File: config.mk
export PLATFORM = sky130hd
export DESIGN_NAME = ecf_ram
export DESIGN_NICKNAME = d
export VERILOG_FILES = /design/src/sv/eulerian_circuit_finder_assert.svh /design/src/sv/ecf_ram.sv
export SDC_FILE = /design/constraint.sdc
export NUM_CORES = 1
export LEC_CHECK = 0
export BUFFER_PORTS_ARGS = -buffer_cell sky130_fd_sc_hd__buf_2
export CORE_ASPECT_RATIO = 1.5
export CORE_MARGIN = 4
export CORE_UTILIZATION = 55
export CTS_BUF_LIST = sky130_fd_sc_hd__clkbuf_2
export DETAILED_ROUTE_END_ITERATION = 6
export PLACE_DENSITY = 0.73
export SLEW_MARGIN = 10
export SYNTH_ARGS = -nofsm -noshare
export SYNTH_HDL_FRONTEND = slang
export SYNTH_SLANG_ARGS = --single-unit
File: constraint.sdc
create_clock -name clock -period 2.2 [get_ports clock]
set_clock_uncertainty 0.15 [all_clocks]
set_input_delay 0.33 -clock clock [delete_from_list [all_inputs] [get_ports clock]]
set_output_delay 0.33 -clock clock [all_outputs]
set_load 0.01 [all_outputs]
File: src/sv/eulerian_circuit_finder_assert.svh
// Assertion macros shared by the Eulerian circuit finder RTL.
`ifndef EULERIAN_CIRCUIT_FINDER_ASSERT_SVH
`define EULERIAN_CIRCUIT_FINDER_ASSERT_SVH

// Implication checked every clock edge outside reset.
`define ECF_ASSERT_IMPLY(label, clk, rst, lhs, rhs, msg) \
   label: assert property (@(posedge clk) disable iff (rst) (lhs) |-> (rhs)) \
      else $error(msg);

// Next-cycle implication checked outside reset.
`define ECF_ASSERT_NEXT(label, clk, rst, lhs, rhs, msg) \
   label: assert property (@(posedge clk) disable iff (rst) (lhs) |=> (rhs)) \
      else $error(msg);

`endif

File: src/sv/ecf_ram.sv
// ----------------------------------------------------------------------------
// ecf_ram
// Single-write, single-read synchronous RAM with a registered read port.
// ----------------------------------------------------------------------------
module ecf_ram #(
   parameter int Width = 4,
   parameter int Depth = 256
) (
   input  logic                     clock,
   input  logic                     wr_en,
   input  logic [$clog2(Depth)-1:0] wr_addr,
   input  logic [Width-1:0]         wr_data,
   input  logic [$clog2(Depth)-1:0] rd_addr,
   output logic [Width-1:0]         rd_data
);
   logic [Width-1:0] mem_ff [Depth];
   logic [Width-1:0] rd_data_ff;

   always_ff @(posedge clock) begin
      if (wr_en) begin
         mem_ff[wr_addr] <= wr_data;
      end
      rd_data_ff <= mem_ff[rd_addr];
   end

   assign rd_data = rd_data_ff;
endmodule

# == Word level (Yosys, flattened, before mapping) ==
# Memory sizes are Yosys's and may differ from the RTL's. A register that Yosys moved wholly into a read port is not among the register bits.
# Index checks and enable logic that the tools add are counted.
# word_totals
ff_bits,0
mem_bits_rw,1024
memories,1
# memory_table
name,words,width,rd,rd_clocked_by_memory_dff,write_ports,line,rtl
mem_ff,256,4,1,1,1,ecf_ram.sv:16,logic [Width-1:0] mem_ff [Depth];
# classes
mux,2
# op_table
operator,count
$mux 1,2

# == Longest topological paths before layout ==
# logic_depth
depth_word,2
depth_mapped,11
depth_no_buf,6

# == Least setup slack after synthesis ==
# No wires, ideal clock.
# synth_path
path_type,in2reg
start,in rd_addr[0]
end,"reg rd_data_ff[2] (netlist: rd_data[2]), read port of mem_ff"
stages,10
setup_time_ns,0.130
arrival_time_ns,2.127
setup_slack_ns,-0.207
path_buffers,5
t_required_ns,1.920
cell_sequence,buf_6 buf_6 buf_6 buf_4 buf_4 mux4_2 a22oi_1 nand3_1 nand4_1 o211ai_1
# synth_rtl
item,line,rtl
from (decl),ecf_ram.sv:13,"input logic [$clog2(Depth)-1:0] rd_addr,"
to (decl),ecf_ram.sv:17,logic [Width-1:0] rd_data_ff;

# == Final worst setup path ==
# layout_path
start,"reg rd_data_ff[0] (netlist: rd_data[0]), read port of mem_ff"
end,out rd_data[0]
# layout_rtl
item,line,rtl
to (decl),ecf_ram.sv:14,output logic [Width-1:0] rd_data
# No word-level cell between the ends.

==> Flow_metrics.wiki <==
{| class="wikitable"
! Metric !! Value
|-
| Result of the run || finished with violations
|-
| Sequential area share after synthesis || 75.8%
|-
| Net switching power of the design || 8.36 mW
|-
| Critical path depth || 1
|-
| Total count of max-transition violations in the final report || 0
|-
| Largest cells by area after synthesis || sky130_fd_sc_hd__edfxtp_1 (76%), sky130_fd_sc_hd__mux4_2 (14%), sky130_fd_sc_hd__nor2_1 (2.5%)
|-
| Master cell of the clock root buffer || sky130_fd_sc_hd__clkbuf_2
|-
| Count of mapped cells out of synthesis || 2051
|-
| Total Die Area || 0.0785 sq mm
|-
| Worst voltage drop across the vdd grid || 0.518 mV
|-
| Total clock buffers created by CTS || 212
|-
| Startpoint type of the worst setup path || register
|-
| Sum of overflow across all layers after global routing || 0
|-
| Worst slack, placed || -0.763 ns
|-
| Kind of critical path || reg -> out
|-
| Kind of cell with the highest combined delay on the critical path || flip-flops
|-
| Global-route usage over all layers || 25.5%
|-
| R2r endpoint || rd_data[3]
|-
| Synthesis-stage register bit count || 1028
|-
| Combinational Power Share || 6.8%
|-
| Buffering stage count on the worst path with inverters included || 1
|-
| Sw Ratio || 23.8%
|-
| Number of search-and-repair iterations in the first detailed-routing pass || 7
|-
| Antenna violations before repair || 3
|-
| Most frequent standard cell in the layout excluding fill and tap cells || sky130_fd_sc_hd__edfxtp_1
|-
| Shortest clock period the worst path allows after layout || 2.43 ns
|-
| Proportion of power drawn by flip-flops and latches || 61.4%
|-
| Leading cell types in the layout, fill and taps excluded || sky130_fd_sc_hd__edfxtp_1 (1024), sky130_fd_sc_hd__clkbuf_2 (285), sky130_fd_sc_hd__mux4_2 (250)
|-
| Type of element capturing the critical path || primary output
|-
| Area growth syn-to-layout || 14.5%
|-
| Internal Dissipation || 26.8 mW
|-
| Weighted congestion at the end of routability-driven global placement || 0.872
|-
| Violated checks || setup timing
|-
| Total clock sinks || 1028
|-
| Synth Flop Type || sky130_fd_sc_hd__edfxtp_1
|-
| CTS Buffer Depth || 3
|-
| Critical Path RT || 1.72 ns
|-
| Via count of the first global-routing pass || 23.2k
|-
| Worst-case headroom to the max-slew limit || 37.0%
|-
| Total number of nets in the final design || 2476
|-
| Clock-pin slew of the registers on the worst-case setup and hold paths || 0.12 ns
|-
| Clock group share of total power || 31.8%
|-
| Initial Util || 55.7%
|-
| Delay of the slowest cell on the worst path || 0.39 ns
|-
| Areal power density over the cells || 755 mW/mm^2
|-
| Top cell type's share of synthesized area || 75.6%
|-
| Unrepaired setup endpoints after global routing || yes
|-
| Number of routed nets with antenna violations || 0
|-
| DP Area || 0.0439 sq mm
|-
| MaxCap Viol Count || 0
|-
| Share of post-route cells with drive strength above 1 || 34.2%
|-
| Design area || 0.0466 sq mm
|-
| Cell area after technology mapping || 0.0407 sq mm
|-
| Actual slew at the worst max-slew pin || 0.945 ns
|-
| Final Hold Violating Endpoints || 0
|-
| Highest clock rate || 411 MHz
|-
| Count of port buffers added during placement || 25
|-
| Total detailed-routing wirelength || 97500 um
|-
| Standard-cell rows || 121
|-
| CP Launch Point || rd_data[0]
|-
| Static power due to leakage || 15.1 nW
|-
| Via count of the routed design || 21.7k
|-
| Share of synthesized registers carrying an async set or reset || 0%
|-
| Core Box Area || 0.0730 sq mm
|-
| Ratio of final minimum period to clock period || 111%
|-
| Filler cell count in the final layout || 5060
|-
| Final WS setup || -0.234 ns
|-
| # setup viols final || 23
|-
| Synth area leader || sky130_fd_sc_hd__edfxtp_1
|-
| Worst-path maximum fanout || 1
|-
| # IOs || 26
|-
| Worst-Skew Late Latency || 1.47 ns
|-
| Chain of cells forming the critical path || buf_6
|-
| Reg-to-reg setup timing slack || -0.03 ns
|-
| Count of unique library cells instantiated by Yosys || 42
|-
| Worst min path class || in -> reg
|-
| Number of buffers inserted by post-CTS setup repair || 0
|-
| Arrival time reported for the critical path endpoint || 1.95 ns
|-
| Iteration-0 DRC count of the detailed router || 2376
|-
| Count of flip-flops with a built-in enable after synthesis || 1024
|-
| H-tree levels || 4
|-
| Destination of the critical timing path || rd_data[0]
|-
| HPWL Detailed || 63700 um
|-
| Avg WL per Cell || 27.0 um
|-
| Critical R2R Launch || mem_ff[176][3]
|-
| Synth Area per Inst || 19.8 sq um
|-
| Yosys Warn Count || 0
|-
| Start point of the worst hold path || wr_addr[3]
|-
| Die X-Extent || 230 um
|-
| Worst-case reg-to-reg path depth || 7
|-
| DRC violation count after routing || 0
|-
| Largest net degree at the start of global routing || 80
|-
| Routed vias/inst || 6.02
|-
| First-pass GRT wire length || 146000 um
|-
| Net count after synthesis || 2073
|-
| CTS tree || done
|-
| Die Ht || 341 um
|-
| Slowest cell on the critical path || sky130_fd_sc_hd__dfxtp_2
|}
## through the flow
stage          hold WS, ns  TNS [ns]  instances  power (mW)  utilization (%)
2_1_floorplan        0.279    -0.293       2051        23.2                -
3_5_place_dp         0.519     -3.62       3176        24.3             60.1
4_1_cts            0.00231     -8.10       3601        35.4             63.6
3_3_place_gp         0.510     -2.44       3176        24.2             60.1
5_1_grt           -0.00125     -1.78       3605        36.7             63.8
6_report             0.116     -1.58       3606        35.1             63.8
## how the worst min path moves through the flow
stage	cells after the start	end	slack, ns
final	6	mem_ff[170][2]	0.12
after global routing	5	mem_ff[189][2]	-0.001
after CTS	5	mem_ff[184][1]	0.002
after detailed placement	1	mem_ff[34][0]	0.52
after global placement	1	mem_ff[34][0]	0.51
after floorplan	0	mem_ff[0][0]	0.28
## power groups by stage
stage                     clock network (mW)  registers (mW)  logic, mW
after floorplan                            0            22.0       1.14
after global placement                     0            22.0       2.20
after detailed placement                   0            22.0       2.25
after CTS                               11.5            21.6       2.37
after global routing                    12.6            21.6       2.51
final                                   11.2            21.6       2.38
## sequential cells by signal, summed over array words and instances, names as in the netlist
name     count
mem_ff    1024
rd_data      4
## cell usage after synthesis (all sizes together) (12+ instances only)
| library cell | number |
|---|---|
| o211ai | 13 |
| nor2b | 26 |
| edfxtp | 1024 |
| clkbuf | 68 |
| o21ai | 16 |
| a22oi | 32 |
| nand4 | 15 |
| mux4 | 250 |
| nand2 | 55 |
| mux2i | 65 |
| nor2 | 275 |
| nand2b | 12 |
| a21oi | 13 |
| buf | 60 |
| nand3 | 39 |
## per-layer routing
layer	wire length, um	track usage (%)	vias up
li1	-	-	9338
met1	33100	30.5	11100
met2	52100	44.1	1058
met3	7640	5.55	239
met4	4670	12.3	0
met5	0	0	-
## logic make-up (layout without fill, tap and decap cells)
kind of cell | Yosys count | after routing | share of synthesized area (%)
other | 0 | 4 | 0
DFF | 1028 | 1028 | 75.8
muxes | 321 | 321 | 15.6
and+or+nand+nor | 447 | 447 | 4.73
buffers and inverters | 130 | 697 | 1.71
AOI/OAI and AO/OA | 125 | 125 | 2.15
## cell type report
| class | count | area (sq um) | area share [%] |
|---|---|---|---|
| Timing Repair Buffer | 317 | 3220 | 6.91 |
| Tap cell | 984 | 1230 | 2.64 |
| Sequential cell | 1028 | 30800 | 66.2 |
| Multi-Input combinational cell | 893 | 9310 | 20.0 |
| Inverter | 2 | 7.51 | 0.0161 |
| Clock buffer | 285 | 1430 | 3.06 |
| Antenna cell | 4 | 10.0 | 0.0215 |
| Clock inverter | 93 | 528 | 1.13 |
## what timing repair did
| action | in CTS | in global routing |
|---|---|---|
| resized for setup | 23 | 40 |
| gates cloned | 0 | 0 |
| hold endpoints to repair | 2052 | 12 |
| hold buffers | 47 | 4 |
| pin swaps | 6 | 7 |
| setup endpoints to repair | 8 | 129 |
## worst register-to-register path, stage by stage, from the launching register on
cell	delay (ns)
sky130_fd_sc_hd__edfxtp_1	0.40
sky130_fd_sc_hd__mux4_2	0.51
sky130_fd_sc_hd__nor2b_4	0.15
sky130_fd_sc_hd__a211oi_2	0.21
sky130_fd_sc_hd__a2111oi_2	0.06
sky130_fd_sc_hd__nor4_1	0.31
sky130_fd_sc_hd__buf_4	0.22
sky130_fd_sc_hd__o211ai_1	0.08
(Power assumes the default switching activity.)
